## config.mk

```make
export PLATFORM = sky130hd
export DESIGN_NAME = pid_controller_clamped_unit
export DESIGN_NICKNAME = d
export VERILOG_FILES = /design/src/pidc_pkg.sv /design/src/pidc_sequencer.sv /design/src/pidc_datapath.sv /design/src/pid_controller_clamped_unit.sv
export SDC_FILE = /design/constraint.sdc
export NUM_CORES = 2
export LEC_CHECK = 0
export BUFFER_PORTS_ARGS = -buffer_cell sky130_fd_sc_hd__buf_2
export CAP_MARGIN = 40
export CORE_MARGIN = 2
export CORE_UTILIZATION = 40
export CTS_CLUSTER_SIZE = 40
export DETAILED_ROUTE_END_ITERATION = 10
export MAX_ROUTING_LAYER = met4
export SLEW_MARGIN = 20
export SYNTH_ARGS = -nofsm -noshare
export SYNTH_HDL_FRONTEND = slang
export SYNTH_SLANG_ARGS = --single-unit
```

## constraint.sdc

```tcl
create_clock -name clock -period 11.2 [get_ports clock]
set_clock_uncertainty 0.2 [all_clocks]
set_input_delay 3.36 -clock clock [delete_from_list [all_inputs] [get_ports clock]]
set_output_delay 3.36 -clock clock [all_outputs]
set_load 0.005 [all_outputs]
```

## src/pidc_pkg.sv

```systemverilog
package pidc_pkg;

   // Data formats: signed fixed point with FRAC_W fraction bits.
   localparam int DATA_W = 32;
   localparam int FRAC_W = 16;
   localparam int ACC_W  = 48;

   // Derived widths.
   localparam int RATE_W = DATA_W - 1;          // unsigned dt and 1/dt
   localparam int ERR_W  = DATA_W + 1;          // target - measured
   localparam int A_W    = DATA_W + 2;          // widest short operand (error difference)
   localparam int B_LO_W = ACC_W / 2;           // low slice of the long operand
   localparam int B_HI_W = ACC_W - B_LO_W;      // high slice of the long operand
   localparam int MB_W   = B_LO_W + 1;          // multiplier port for either slice
   localparam int PP_W   = A_W + MB_W;          // partial product
   localparam int PROD_W = A_W + ACC_W;         // full product
   localparam int SHR_W  = PROD_W - FRAC_W;     // product after the fraction shift

   // Stream payload widths, padded to whole bytes.
   localparam int REQ_W = ((2 * DATA_W + 7) / 8) * 8;
   localparam int RSP_W = ((DATA_W + 7) / 8) * 8;

   // Register file.
   localparam int CSR_IDX_W = 3;

   typedef enum logic [CSR_IDX_W-1:0] {
      REG_PROP_GAIN  = 3'd0,
      REG_INTEG_GAIN = 3'd1,
      REG_DERIV_GAIN = 3'd2,
      REG_STEP_TIME  = 3'd3,
      REG_STEP_RATE  = 3'd4,
      REG_DRIVE_MAX  = 3'd5,
      REG_DRIVE_MIN  = 3'd6
   } csr_reg_type;

   typedef struct packed {
      logic signed [DATA_W-1:0] prop_gain;
      logic signed [DATA_W-1:0] integ_gain;
      logic signed [DATA_W-1:0] deriv_gain;
      logic [RATE_W-1:0]        step_time;
      logic [RATE_W-1:0]        step_rate;
      logic signed [DATA_W-1:0] drive_max;
      logic signed [DATA_W-1:0] drive_min;
   } cfg_type;

   localparam cfg_type CFG_RESET = '{
      prop_gain:  DATA_W'(98304),
      integ_gain: DATA_W'(29491),
      deriv_gain: DATA_W'(83886),
      step_time:  RATE_W'(6554),
      step_rate:  RATE_W'(655360),
      drive_max:  DATA_W'(6553600),
      drive_min:  DATA_W'(-6553600)
   };

   // Saturation limits of the accumulator format.
   localparam logic signed [ACC_W-1:0] ACC_MAX = {1'b0, {(ACC_W-1){1'b1}}};
   localparam logic signed [ACC_W-1:0] ACC_MIN = {1'b1, {(ACC_W-1){1'b0}}};

   // Microcode fields.
   typedef enum logic [2:0] {
      A_NONE, A_ERR, A_DIFF, A_KP, A_KI, A_KD
   } a_sel_type;

   typedef enum logic [2:0] {
      B_NONE, B_DT, B_RATE, B_ERR, B_INTEG, B_DERIV
   } b_sel_type;

   typedef enum logic [1:0] {
      MUL_NONE, MUL_LO, MUL_HI
   } mul_op_type;

   typedef enum logic [2:0] {
      WB_NONE, WB_INTEG, WB_DERIV, WB_SUM_SET, WB_SUM_ADD
   } wb_op_type;

   typedef enum logic [1:0] {
      STALL_NONE, STALL_NO_REQ, STALL_OUT_FULL
   } stall_type;

   localparam int STEPS = 16;
   localparam int PC_W  = $clog2(STEPS);

   typedef struct packed {
      a_sel_type        a_sel;    // short multiplier operand
      b_sel_type        b_sel;    // long multiplier operand
      mul_op_type       mul;      // which slice of the long operand to multiply
      logic             fin;      // combine the two partial products, shift, saturate
      wb_op_type        wb;       // where the finished product goes
      logic             load;     // take an input beat
      logic             emit;     // clamp and hand the result to the output register
      stall_type        stall;    // hold this step while the condition is true
      logic [PC_W-1:0]  next_pc;  // step that follows when not held
   } uword_type;

   localparam logic [PC_W-1:0] STEP_IDLE = PC_W'(0);
   localparam logic [PC_W-1:0] STEP_EMIT = PC_W'(13);

   // The program. Each product takes a low pass and a high pass on the shared
   // multiplier, is finished one step later and written back the step after.
   // Products overlap so the multiplier is busy in every step from 1 to 10.
   localparam uword_type UCODE [STEPS] = '{
      // idle: wait for a request, latch error and error difference
      '{A_NONE, B_NONE,  MUL_NONE, 1'b0, WB_NONE,    1'b1, 1'b0, STALL_NO_REQ,   PC_W'(1)},
      // error * dt
      '{A_ERR,  B_DT,    MUL_LO,   1'b0, WB_NONE,    1'b0, 1'b0, STALL_NONE,     PC_W'(2)},
      '{A_ERR,  B_DT,    MUL_HI,   1'b0, WB_NONE,    1'b0, 1'b0, STALL_NONE,     PC_W'(3)},
      // error difference * 1/dt
      '{A_DIFF, B_RATE,  MUL_LO,   1'b1, WB_NONE,    1'b0, 1'b0, STALL_NONE,     PC_W'(4)},
      '{A_DIFF, B_RATE,  MUL_HI,   1'b0, WB_INTEG,   1'b0, 1'b0, STALL_NONE,     PC_W'(5)},
      // Kp * error
      '{A_KP,   B_ERR,   MUL_LO,   1'b1, WB_NONE,    1'b0, 1'b0, STALL_NONE,     PC_W'(6)},
      '{A_KP,   B_ERR,   MUL_HI,   1'b0, WB_DERIV,   1'b0, 1'b0, STALL_NONE,     PC_W'(7)},
      // Ki * integral
      '{A_KI,   B_INTEG, MUL_LO,   1'b1, WB_NONE,    1'b0, 1'b0, STALL_NONE,     PC_W'(8)},
      '{A_KI,   B_INTEG, MUL_HI,   1'b0, WB_SUM_SET, 1'b0, 1'b0, STALL_NONE,     PC_W'(9)},
      // Kd * derivative
      '{A_KD,   B_DERIV, MUL_LO,   1'b1, WB_NONE,    1'b0, 1'b0, STALL_NONE,     PC_W'(10)},
      '{A_KD,   B_DERIV, MUL_HI,   1'b0, WB_SUM_ADD, 1'b0, 1'b0, STALL_NONE,     PC_W'(11)},
      // drain the pipeline
      '{A_NONE, B_NONE,  MUL_NONE, 1'b1, WB_NONE,    1'b0, 1'b0, STALL_NONE,     PC_W'(12)},
      '{A_NONE, B_NONE,  MUL_NONE, 1'b0, WB_SUM_ADD, 1'b0, 1'b0, STALL_NONE,     PC_W'(13)},
      // clamp and emit once the output register can take the beat
      '{A_NONE, B_NONE,  MUL_NONE, 1'b0, WB_NONE,    1'b0, 1'b1, STALL_OUT_FULL, STEP_IDLE},
      // unused steps return to idle
      '{A_NONE, B_NONE,  MUL_NONE, 1'b0, WB_NONE,    1'b0, 1'b0, STALL_NONE,     STEP_IDLE},
      '{A_NONE, B_NONE,  MUL_NONE, 1'b0, WB_NONE,    1'b0, 1'b0, STALL_NONE,     STEP_IDLE}
   };

   // Saturate a shifted product to the accumulator range.
   function automatic logic signed [ACC_W-1:0] sat_acc(input logic signed [SHR_W-1:0] v);
      logic signed [SHR_W-1:0] hi_lim;
      logic signed [SHR_W-1:0] lo_lim;
      hi_lim = SHR_W'(ACC_MAX);
      lo_lim = SHR_W'(ACC_MIN);
      if (v > hi_lim) begin
         return ACC_MAX;
      end else if (v < lo_lim) begin
         return ACC_MIN;
      end
      return v[ACC_W-1:0];
   endfunction

   // Saturating add in the accumulator format.
   function automatic logic signed [ACC_W-1:0] add_sat(input logic signed [ACC_W-1:0] a,
                                                      input logic signed [ACC_W-1:0] b);
      logic signed [ACC_W:0] s;
      s = (ACC_W+1)'(a) + (ACC_W+1)'(b);
      if (s[ACC_W] != s[ACC_W-1]) begin
         return s[ACC_W] ? ACC_MIN : ACC_MAX;
      end
      return s[ACC_W-1:0];
   endfunction

endpackage

```

## src/pidc_sequencer.sv

```systemverilog
module pidc_sequencer (
   input  logic                 clock,
   input  logic                 reset,
   input  logic                 req_valid,
   input  logic                 out_full,
   output logic                 req_ready,
   output pidc_pkg::uword_type  ctrl
);

   logic [pidc_pkg::PC_W-1:0] pc_ff;
   logic [pidc_pkg::PC_W-1:0] pc_in;
   pidc_pkg::uword_type       word;
   logic                      hold;

   // Fetch the control word of the current step.
   assign word = pidc_pkg::UCODE[pc_ff];

   // Evaluate the wait condition of this step.
   always_comb begin
      case (word.stall)
         pidc_pkg::STALL_NONE:     hold = 1'b0;
         pidc_pkg::STALL_NO_REQ:   hold = !req_valid;
         pidc_pkg::STALL_OUT_FULL: hold = out_full;
         default:                  hold = 1'b0;
      endcase
   end

   // A held step does nothing but wait.
   always_comb begin
      ctrl = word;
      if (hold) begin
         ctrl.load = 1'b0;
         ctrl.emit = 1'b0;
      end
      pc_in = hold ? pc_ff : word.next_pc;
   end

   assign req_ready = word.load;

   always_ff @(posedge clock) begin
      if (reset) begin
         pc_ff <= pidc_pkg::STEP_IDLE;
      end else begin
         pc_ff <= pc_in;
      end
   end

   // An accepted beat always reaches the emit step, as no step on the way can be held.
   a_fixed_latency: assert property (@(posedge clock) disable iff (reset)
      (req_valid && req_ready) |-> ##(pidc_pkg::STEP_EMIT) (pc_ff == pidc_pkg::STEP_EMIT))
      else $error("emit step not reached on schedule");

   // The unused tail of the program is never entered.
   a_pc_range: assert property (@(posedge clock) disable iff (reset)
      pc_ff <= pidc_pkg::STEP_EMIT)
      else $error("step counter out of program");

endmodule

```

## src/pidc_datapath.sv

```systemverilog
module pidc_datapath (
   input  logic                               clock,
   input  logic                               reset,
   input  pidc_pkg::uword_type                ctrl,
   input  pidc_pkg::cfg_type                  cfg,
   input  logic signed [pidc_pkg::DATA_W-1:0] target,
   input  logic signed [pidc_pkg::DATA_W-1:0] measured,
   output logic [pidc_pkg::DATA_W-1:0]        drive,
   output logic                               clamped
);

   // Controller state.
   logic signed [pidc_pkg::ERR_W-1:0]  last_ff, last_in;
   logic signed [pidc_pkg::ACC_W-1:0]  integ_ff, integ_in;

   // Per-item working registers.
   logic signed [pidc_pkg::ERR_W-1:0]  err_ff, err_in;
   logic signed [pidc_pkg::A_W-1:0]    diff_ff, diff_in;
   logic signed [pidc_pkg::ACC_W-1:0]  deriv_ff, deriv_in;
   logic signed [pidc_pkg::ACC_W-1:0]  sum_ff, sum_in;

   // Multiplier pipeline.
   logic signed [pidc_pkg::PP_W-1:0]   pp_ff, pp_in;
   logic signed [pidc_pkg::PP_W-1:0]   lo_ff, lo_in;
   logic signed [pidc_pkg::ACC_W-1:0]  prod_ff, prod_in;

   logic signed [pidc_pkg::A_W-1:0]    a_op;
   logic signed [pidc_pkg::ACC_W-1:0]  b_op;
   logic signed [pidc_pkg::B_HI_W-1:0] b_hi;
   logic signed [pidc_pkg::MB_W-1:0]   b_part;
   logic signed [pidc_pkg::PROD_W-1:0] full;
   logic signed [pidc_pkg::SHR_W-1:0]  shifted;
   logic signed [pidc_pkg::ERR_W-1:0]  err_new;
   logic signed [pidc_pkg::ACC_W-1:0]  max_ext, min_ext;

   // Short operand select.
   always_comb begin
      case (ctrl.a_sel)
         pidc_pkg::A_ERR:  a_op = pidc_pkg::A_W'(err_ff);
         pidc_pkg::A_DIFF: a_op = diff_ff;
         pidc_pkg::A_KP:   a_op = pidc_pkg::A_W'(cfg.prop_gain);
         pidc_pkg::A_KI:   a_op = pidc_pkg::A_W'(cfg.integ_gain);
         pidc_pkg::A_KD:   a_op = pidc_pkg::A_W'(cfg.deriv_gain);
         default:          a_op = '0;
      endcase
   end

   // Long operand select; dt and 1/dt are unsigned and zero-extended.
   always_comb begin
      case (ctrl.b_sel)
         pidc_pkg::B_DT:    b_op = pidc_pkg::ACC_W'(cfg.step_time);
         pidc_pkg::B_RATE:  b_op = pidc_pkg::ACC_W'(cfg.step_rate);
         pidc_pkg::B_ERR:   b_op = pidc_pkg::ACC_W'(err_ff);
         pidc_pkg::B_INTEG: b_op = integ_ff;
         pidc_pkg::B_DERIV: b_op = deriv_ff;
         default:           b_op = '0;
      endcase
   end

   // The low slice is taken as unsigned, the high slice keeps the sign.
   assign b_hi = b_op[pidc_pkg::ACC_W-1:pidc_pkg::B_LO_W];

   always_comb begin
      if (ctrl.mul == pidc_pkg::MUL_LO) begin
         b_part = $signed({1'b0, b_op[pidc_pkg::B_LO_W-1:0]});
      end else begin
         b_part = pidc_pkg::MB_W'(b_hi);
      end
   end

   // Shared multiplier: one slice per cycle, low product kept for the finish step.
   always_comb begin
      pp_in = pp_ff;
      lo_in = lo_ff;
      if (ctrl.mul != pidc_pkg::MUL_NONE) begin
         pp_in = a_op * b_part;
      end
      if (ctrl.mul == pidc_pkg::MUL_HI) begin
         lo_in = pp_ff;
      end
   end

   // Finish: recombine, floor-shift by the fraction width, saturate.
   assign full    = (pidc_pkg::PROD_W'(pp_ff) <<< pidc_pkg::B_LO_W) + pidc_pkg::PROD_W'(lo_ff);
   assign shifted = pidc_pkg::SHR_W'(full >>> pidc_pkg::FRAC_W);
   assign prod_in = ctrl.fin ? pidc_pkg::sat_acc(shifted) : prod_ff;

   // Input beat: form the error and its change; the error becomes the stored one.
   assign err_new = pidc_pkg::ERR_W'(target) - pidc_pkg::ERR_W'(measured);

   always_comb begin
      err_in  = err_ff;
      diff_in = diff_ff;
      last_in = last_ff;
      if (ctrl.load) begin
         err_in  = err_new;
         diff_in = pidc_pkg::A_W'(err_new) - pidc_pkg::A_W'(last_ff);
         last_in = err_new;
      end
   end

   // Write-back of finished products.
   always_comb begin
      integ_in = integ_ff;
      deriv_in = deriv_ff;
      sum_in   = sum_ff;
      case (ctrl.wb)
         pidc_pkg::WB_INTEG:   integ_in = pidc_pkg::add_sat(integ_ff, prod_ff);
         pidc_pkg::WB_DERIV:   deriv_in = prod_ff;
         pidc_pkg::WB_SUM_SET: sum_in   = prod_ff;
         pidc_pkg::WB_SUM_ADD: sum_in   = pidc_pkg::add_sat(sum_ff, prod_ff);
         default:              ;
      endcase
   end

   // Output clamp; the upper limit is tested first.
   assign max_ext = pidc_pkg::ACC_W'(cfg.drive_max);
   assign min_ext = pidc_pkg::ACC_W'(cfg.drive_min);

   always_comb begin
      if (sum_ff > max_ext) begin
         drive   = cfg.drive_max;
         clamped = 1'b1;
      end else if (sum_ff < min_ext) begin
         drive   = cfg.drive_min;
         clamped = 1'b1;
      end else begin
         drive   = sum_ff[pidc_pkg::DATA_W-1:0];
         clamped = 1'b0;
      end
   end

   always_ff @(posedge clock) begin
      if (reset) begin
         last_ff  <= '0;
         integ_ff <= '0;
      end else begin
         last_ff  <= last_in;
         integ_ff <= integ_in;
      end
   end

   always_ff @(posedge clock) begin
      err_ff   <= err_in;
      diff_ff  <= diff_in;
      deriv_ff <= deriv_in;
      sum_ff   <= sum_in;
      pp_ff    <= pp_in;
      lo_ff    <= lo_in;
      prod_ff  <= prod_in;
   end

endmodule

```

## src/pid_controller_clamped_unit.sv

```systemverilog
// Clamped PID regulator in signed Q16.16. Each request beat carries a setpoint and a
// measurement; the unit returns one response beat with the drive value limited to the
// configured range and a flag that is set when the limit was applied. Integral and
// intermediate terms saturate at 48 bits. A request is taken only in the idle step, so
// the next one waits until the previous item has run through the program: a 14-step
// microprogram runs all five products through one shared 34 x 25 bit multiplier, two
// passes per product. The response sits in an output register, so the next request is
// taken while it waits; only when a response is still held at the emit step of the next
// item does the program stop there until the held beat is taken.
// The user writes gains, dt, 1/dt and limits via the csr port between items, unenforced.
module pid_controller_clamped_unit (
   input  logic                               clock,
   input  logic                               reset,
   // Request stream.
   input  logic                               req_tvalid,
   output logic                               req_tready,
   input  logic [pidc_pkg::REQ_W-1:0]         req_tdata,   // target, measured
   // Response stream.
   output logic                               rsp_tvalid,
   input  logic                               rsp_tready,
   output logic [pidc_pkg::RSP_W-1:0]         rsp_tdata,   // drive
   output logic                               rsp_tuser,   // clamped
   // Register writes.
   input  logic                               csr_we,
   input  logic [pidc_pkg::CSR_IDX_W-1:0]     csr_index,
   input  logic [pidc_pkg::DATA_W-1:0]        csr_wdata
);

   pidc_pkg::cfg_type              cfg_ff, cfg_in;
   pidc_pkg::uword_type            ctrl;
   logic                           out_full;
   logic [pidc_pkg::DATA_W-1:0]    drive;
   logic                           clamped;
   logic                           rsp_valid_ff, rsp_valid_in;
   logic [pidc_pkg::DATA_W-1:0]    rsp_drive_ff, rsp_drive_in;
   logic                           rsp_clamped_ff, rsp_clamped_in;

   // Register file writes; an index beyond the list is ignored.
   always_comb begin
      cfg_in = cfg_ff;
      if (csr_we) begin
         case (pidc_pkg::csr_reg_type'(csr_index))
            pidc_pkg::REG_PROP_GAIN:  cfg_in.prop_gain  = csr_wdata;
            pidc_pkg::REG_INTEG_GAIN: cfg_in.integ_gain = csr_wdata;
            pidc_pkg::REG_DERIV_GAIN: cfg_in.deriv_gain = csr_wdata;
            pidc_pkg::REG_STEP_TIME:  cfg_in.step_time  = csr_wdata[pidc_pkg::RATE_W-1:0];
            pidc_pkg::REG_STEP_RATE:  cfg_in.step_rate  = csr_wdata[pidc_pkg::RATE_W-1:0];
            pidc_pkg::REG_DRIVE_MAX:  cfg_in.drive_max  = csr_wdata;
            pidc_pkg::REG_DRIVE_MIN:  cfg_in.drive_min  = csr_wdata;
            default:                  ;
         endcase
      end
   end

   always_ff @(posedge clock) begin
      if (reset) begin
         cfg_ff <= pidc_pkg::CFG_RESET;
      end else begin
         cfg_ff <= cfg_in;
      end
   end

   // The emit step waits only while a response is held and not being taken.
   assign out_full = rsp_valid_ff && !rsp_tready;

   pidc_sequencer u_seq (
      .clock     (clock),
      .reset     (reset),
      .req_valid (req_tvalid),
      .out_full  (out_full),
      .req_ready (req_tready),
      .ctrl      (ctrl)
   );

   pidc_datapath u_dp (
      .clock    (clock),
      .reset    (reset),
      .ctrl     (ctrl),
      .cfg      (cfg_ff),
      .target   (req_tdata[pidc_pkg::DATA_W-1:0]),
      .measured (req_tdata[2*pidc_pkg::DATA_W-1:pidc_pkg::DATA_W]),
      .drive    (drive),
      .clamped  (clamped)
   );

   // Output register.
   always_comb begin
      rsp_valid_in   = rsp_valid_ff;
      rsp_drive_in   = rsp_drive_ff;
      rsp_clamped_in = rsp_clamped_ff;
      if (rsp_tready) begin
         rsp_valid_in = 1'b0;
      end
      if (ctrl.emit) begin
         rsp_valid_in   = 1'b1;
         rsp_drive_in   = drive;
         rsp_clamped_in = clamped;
      end
   end

   always_ff @(posedge clock) begin
      if (reset) begin
         rsp_valid_ff <= 1'b0;
      end else begin
         rsp_valid_ff <= rsp_valid_in;
      end
   end

   always_ff @(posedge clock) begin
      rsp_drive_ff   <= rsp_drive_in;
      rsp_clamped_ff <= rsp_clamped_in;
   end

   assign rsp_tvalid = rsp_valid_ff;
   assign rsp_tdata  = pidc_pkg::RSP_W'(rsp_drive_ff);
   assign rsp_tuser  = rsp_clamped_ff;

   // A response appears only from the emit step.
   a_rsp_source: assert property (@(posedge clock) disable iff (reset)
      $rose(rsp_valid_ff) |-> $past(ctrl.emit))
      else $error("response raised without emit step");

   // The emit step never overwrites a response that has not been taken.
   a_no_overwrite: assert property (@(posedge clock) disable iff (reset)
      ctrl.emit |-> (!rsp_valid_ff || rsp_tready))
      else $error("pending response overwritten");

endmodule

```

[Yosys cells after proc, flatten, opt, wreduce, memory -nomap -nowiden]
Memories as Yosys holds them, arrays and structs flattened.
Index checks and enable logic that the tools add are counted.
Word-level totals
  memory bits (read-only): 320
  flip-flop bits (word level): 670
  word-level logic and storage cells: 101
  output and inout port bits: 35
  memories: 1
  input port bits: 104
Cells by class
  reduce and logical (&&, ||, !) cells: 14
  $mul: 1
  add/subtract/negate cells: 5
  equality and inequality tests: 26
  bitwise gates (word level): 1
  muxes and demuxes: 28
  magnitude comparators: 5
Memory list
  (name not given): words 16, width 20, read ports 1, clocked after memory_dff 0, write ports 0, RTL line pidc_sequencer.sv:16  | assign word = pidc_pkg::UCODE[pc_ff];
Operators by type and width (count)
  $mux W48: 9
  $pmux W48 S5: 1
  $pmux W34 S5: 1
  $add A48 B48 Y49: 2
  $pmux W48 S2: 1
  $add A82 B59 Y82: 1
  $gt A66 B48 Y1 const B: 1
  $lt A66 B48 Y1 const B: 1
  $mux W32: 2
  $mul A34 B25 Y59: 1
  $gt A48 B32 Y1: 1
  $lt A48 B32 Y1: 1
  $mux W20: 2
  $sub A33 B33 Y34: 1
  $sub A32 B32 Y33: 1
  $mux W25: 1
  $eq A3 B2 Y1 const B: 8
  $eq A3 B3 Y1 const B: 8
  $reduce_and A2 Y1: 7
  $eq A3 B1 Y1 const B: 4
  $mux W1: 9
  $reduce_bool A2 Y1: 3
  $ge A5 B5 Y1 const B: 1
  $not A4 Y5: 1
  other kinds (8): 12

[Depth between registers and ports, before layout]
  depth in word-level cells: 8
  mapped depth: 42
  mapped depth without buffers: 38

[Modules after synthesis]
Synthesis repeated with hierarchy kept, for this count alone.
Second synthesis, totals
  cell total of the unflattened synthesis: 7909
  area total of the unflattened synthesis: 72291.8 um^2
Modules (own cells, without submodules)
  pidc_datapath: sequential area each 11020.6 um^2, times used 1, area an instance 62112.1 um^2, cells an instance 7006
  pid_controller_clamped_unit: sequential area each 5455.2 um^2, times used 1, area an instance 9709.3 um^2, cells an instance 840
  pidc_sequencer: sequential area each 80.1 um^2, times used 1, area an instance 470.5 um^2, cells an instance 63

[Worst setup path after synthesis]
Ideal clock, no wire load.
  path type: register -> register
  from: register u_seq.pc_ff[0] in the netlist's numbering
  to: register u_dp.pp_ff[55] in the netlist's numbering (data pin)
  buffers on the path: 5
  library setup time: 259 ps
  setup slack: 1211 ps
  clock period less this slack: 9989 ps
  data required time: 10741 ps
  arrival: 9530 ps
  cell stages (with the launch flop): 36
  path through: dfxtp_1 -> inv_1 -> ha_1 -> clkbuf_1 -> clkbuf_1 -> buf_1 -> buf_1 -> mux2i_1 -> o22ai_1 -> o21ai_0 -> o21ai_1 -> clkbuf_1 -> nand2_1 -> fa_1 -> inv_1 -> fa_1 -> inv_1 -> fa_1 -> inv_1 -> fa_1 -> fa_1 -> fa_1 -> fa_1 -> ha_1 -> and2_1 -> a311o_1 -> a32o_1 -> a311oi_2 -> o21ai_2 -> a31oi_2 -> o41ai_2 -> a311oi_2 -> o21a_1 -> o21bai_1 -> a21oi_1 -> xnor2_1
Between the ends
  longest elaborated chain between the ends: 8
  elaborated cells on any way between the ends: 19
  those cells by class: 1 x mul; 11 x eq/ne; 5 x mux; 1 x bitwise; 1 x memory
Ends and longest elaborated chain
  start: declaration: RTL line pidc_sequencer.sv:10  | logic [pidc_pkg::PC_W-1:0] pc_ff;
  start signal: assignment: RTL line pidc_sequencer.sv:42  | pc_ff <= pidc_pkg::STEP_IDLE;
  start signal: assignment: RTL line pidc_sequencer.sv:44  | pc_ff <= pc_in;
  $not A4 Y5 (not written as such) *: RTL line pidc_sequencer.sv:16
  $mem_v2 Z16 W20 *
  $mux W20 (not written as such) * (2 in series): RTL line pidc_sequencer.sv:16
  $eq A3 B3 Y1, or another cell as far along: RTL line pidc_datapath.sv:50  | case (ctrl.b_sel)
  $pmux W48 S5: RTL line pidc_datapath.sv:50
  $mux W25: RTL line pidc_datapath.sv:64  | if (ctrl.mul == pidc_pkg::MUL_LO) begin
  $mul A34 B25 Y59 *: RTL line pidc_datapath.sv:76  | pp_in = a_op * b_part;
  end signal: assignment: RTL line pidc_datapath.sv:148  | pp_ff <= pp_in;
  end: declaration: RTL line pidc_datapath.sv:23  | logic signed [pidc_pkg::PP_W-1:0] pp_ff, pp_in;
Every way passes the cells marked *; elsewhere a longest branch is shown, timed or not. The select of a mux whose other input is x is not followed.
A chain may end at the register's enable or synchronous reset.

[Final worst setup path]
  from: register u_seq.pc_ff[0] in the netlist's numbering
  to: register u_dp.pp_ff[44] in the netlist's numbering (data pin)
Same word-level chain as after synthesis.

==> run summary <==
Post-route setup TNS -> 0 ps
Pre-CTS worst setup slack -> 387 ps
Detail Placement HPWL -> 181000 um
Setup violators final -> 0
Iteration-0 DRC Markers -> 5015
Synth Cell Area -> 69800 um^2
WL/cell -> 22.7 um
I/O pins -> 139
Mean post-synth cell area -> 9.01 um^2
Tcrit/Tclk final -> 95.7%
Peak VDD IR -> 0.000286 V
Initial antenna violation count -> 9
Worst slew margin -> 34.1%
DIE AREA -> 178000 um^2
Gr ovfl total -> 0
Die H -> 422 um
Share of layout cells above drive strength 1 -> 8.22%
Die Wd -> 422 um
H-tree Lvls -> 3
Clock tree buffer depth -> 3
Least-Margin Pin Slew -> 989 ps
CP required -> 11490 ps
GRT Total Usage -> 26.7%
Arr. time, crit path -> 11000 ps
CP max-delay cell -> a21oi_1
P_leak -> 0.0348 uW
CTS tree -> done
First-pass detailed-route iteration total -> 6
Largest net degree at the start of global routing -> 179
Root buffer cell -> clkbuf_16
Startpoint Class -> flop
Synth warn -> 0
Fraction of registers with async set/reset -> 0%
Clk slew on worst S/H paths -> 60 ps
Core Footprint -> 174000 um^2
Worst-skew pair later-pin latency -> 700 ps
Num CTS Buffers -> 77
Worst Setup Slack, final -> 484 ps
Max FO, Critical Path -> 30
DRC -> 0
Number of I/O port buffers -> 138
Max-cap violations -> 0
Ys flop type -> edfxtp_1
Slew Limit Fails -> 0
Library cells used by synthesis -> 102
Max incr delay on CP -> 620 ps
Worst min path class -> reg2reg
Vias per inst -> 5.59
Clock sink total -> 654
CP Class -> reg2reg
Mapped Cells -> 7753
Top cell by count, worst path -> fa_1
Initial core utilization -> 40.2%
Synthesis-stage register bit count -> 654
Global-route wire length before repair -> 353000 um
Fill count -> 16900
Vias in the first global route -> 58000
FP Rows -> 153
Power density over the cells -> 302 nW/um^2
Layout area overhead -> 10.1%
Crit path capture type -> flop
Placer congestion estimate -> 0.972
Peak Freq -> 0.0933 GHz
Fin crit period -> 10720 ps
Dpl cell area -> 74000 um^2
Final Hold Fails -> 0
Syn nets -> 9206
Design Area, Final -> 76900 um^2
Post-route ant nets -> 0
EDFF count, synth -> 346
Final WL -> 231000 um
Share of the yosys chip area belonging to registers -> 23.7%
Vias -> 57000
RSZ-0062 raised after global routing -> no
Status -> completed
Layout Nets -> 9261
[cells in the mapped netlist, types with 31 or more instances]
library cell	count	area, um^2
mux2_2	34	383
a21o_1	194	1460
xnor2_1	160	1400
nor2b_1	58	363
mux2i_1	175	1750
o21a_1	45	338
and3_1	32	200
inv_1	1151	4320
o21ai_2	32	280
a221o_1	36	360
a211oi_1	72	541
nor3_1	53	265
nand2_1	1116	4190
o21bai_1	41	308
nand3b_1	52	390
fa_1	871	17400
ha_1	478	5980
clkbuf_1	294	1100
nand2b_1	53	332
nand4_1	59	369
a221oi_1	37	324
o21ai_1	72	360
a21oi_1	531	2660
and2_1	38	238
nor2_1	643	2410
xor2_1	77	674
o221ai_1	31	272
nand3_1	98	490
edfxtp_1	346	10400
o21ai_0	181	906
dfxtp_1	308	6170
[final timing paths]
| check | from | end | slack [ps] | cells past startpoint |
|---|---|---|---|---|
| worst max-delay path | u_seq.pc_ff[0]$_SDFFE_PP0N_ | u_dp.pp_ff[44]$_DFFE_PP_ | 480 | 36 |
| worst min-delay path | u_dp.pp_ff[58]$_DFFE_PP_ | u_dp.lo_ff[58]$_DFFE_PN_ | 230 | 0 |
| worst max register to register | u_seq.pc_ff[0]$_SDFFE_PP0N_ | u_dp.pp_ff[44]$_DFFE_PP_ | 480 | 36 |
| worst min register to register | u_dp.pp_ff[58]$_DFFE_PP_ | u_dp.lo_ff[58]$_DFFE_PN_ | 230 | 0 |
[timing repair]
action | CTS | global route
hold buffers | 0 | 0
buffers inserted | 0 | 1
resized for setup | 0 | 9
setup endpoints to repair | 0 | 4
[layout make-up]
cell class	count	area (um^2)	share of cell area [%]
multi-input combinational	5592	47900	62.3
sequential	654	16600	21.5
inverter	1151	4320	5.62
tap	2325	2910	3.78
timing repair buffer	332	2570	3.34
clock buffer	95	2090	2.71
clock inverter	44	572	0.743
antenna	4	10.0	0.0130
[kinds of logic (layout without fill, tap and decap cells)]
family,count (synthesis),count (layout),synth area share (%)
AND/OR/NAND/NOR,2285,2286,14.1
buffers and inverters,1508,1622,8.35
AO/OA/AOI/OAI,1481,1481,13.8
adder cells (fa/ha/maj),1378,1378,34.0
flip-flops,654,654,23.7
XOR/XNOR,238,238,3.00
multiplexers,209,209,3.06
other,0,4,0
[per-layer routing]
metal / wire (um) / GRT usage, % / vias up
met5: 0 / - / -
met4: 11000 / 10.5 / 0
met3: 19400 / 5.21 / 577
met2: 105000 / 41.4 / 2189
met1: 95800 / 34.3 / 28600
li1: - / - / 25700
[sequential cells by signal, summed over array words and instances, names as in the netlist]
| signal | cells |
|---|---|
| u_seq.pc_ff | 4 |
| rsp_tuser | 1 |
| u_dp.diff_ff | 34 |
| u_dp.prod_ff | 48 |
| u_dp.pp_ff | 59 |
| rsp_tdata | 32 |
| u_dp.sum_ff | 48 |
| rsp_tvalid | 1 |
| u_dp.integ_ff | 48 |
| u_dp.err_ff | 33 |
| u_dp.deriv_ff | 48 |
| u_dp.lo_ff | 43 |
| cfg_ff | 222 |
| u_dp.last_ff | 33 |
[worst max-delay path, delay by kind of cell, from the launching register on]
kind	cells	cell delay, ps
AOI/OAI and AO/OA	9	2440
adders and majority gates	9	3970
buffers and inverters	9	1340
DFF	1	520
and+or+nand+nor	9	1990
[power by group]
group | internal (uW) | switching [uW]
logic | 6000 | 10700
registers | 3450 | 416
clock network | 1570 | 1110
total | 11000 | 12200
[placed cells by master, fill, tap and decap left out, types with 43 or more instances in the layout]
| cell | count |
|---|---|
| nand3_1 | 96 |
| a211oi_1 | 72 |
| o21a_1 | 45 |
| fa_1 | 870 |
| nand3b_1 | 52 |
| edfxtp_1 | 346 |
| ha_1 | 477 |
| clkbuf_16 | 79 |
| nor2b_1 | 58 |
| xor2_1 | 77 |
| a21oi_1 | 525 |
| mux2i_1 | 173 |
| nand2b_1 | 53 |
| inv_1 | 1150 |
| nand2_1 | 1114 |
| xnor2_1 | 160 |
| buf_2 | 141 |
| nor3_1 | 43 |
| o21ai_0 | 179 |
| buf_4 | 159 |
| a21o_1 | 194 |
| nor2_1 | 633 |
| nand4_1 | 59 |
| dfxtp_1 | 308 |
| o21ai_1 | 69 |
[metrics by stage]
stage	utilization [%]	hold slack (ps)	total power, uW	instances
CTS	44.2	239	23100	10200
global route	44.3	240	25100	10200
global placement	42.5	215	20200	10000
detailed placement	42.6	225	20400	10000
finish	44.3	231	23200	10200
floorplan	-	200	14900	7753
(Power assumes the default switching activity.)
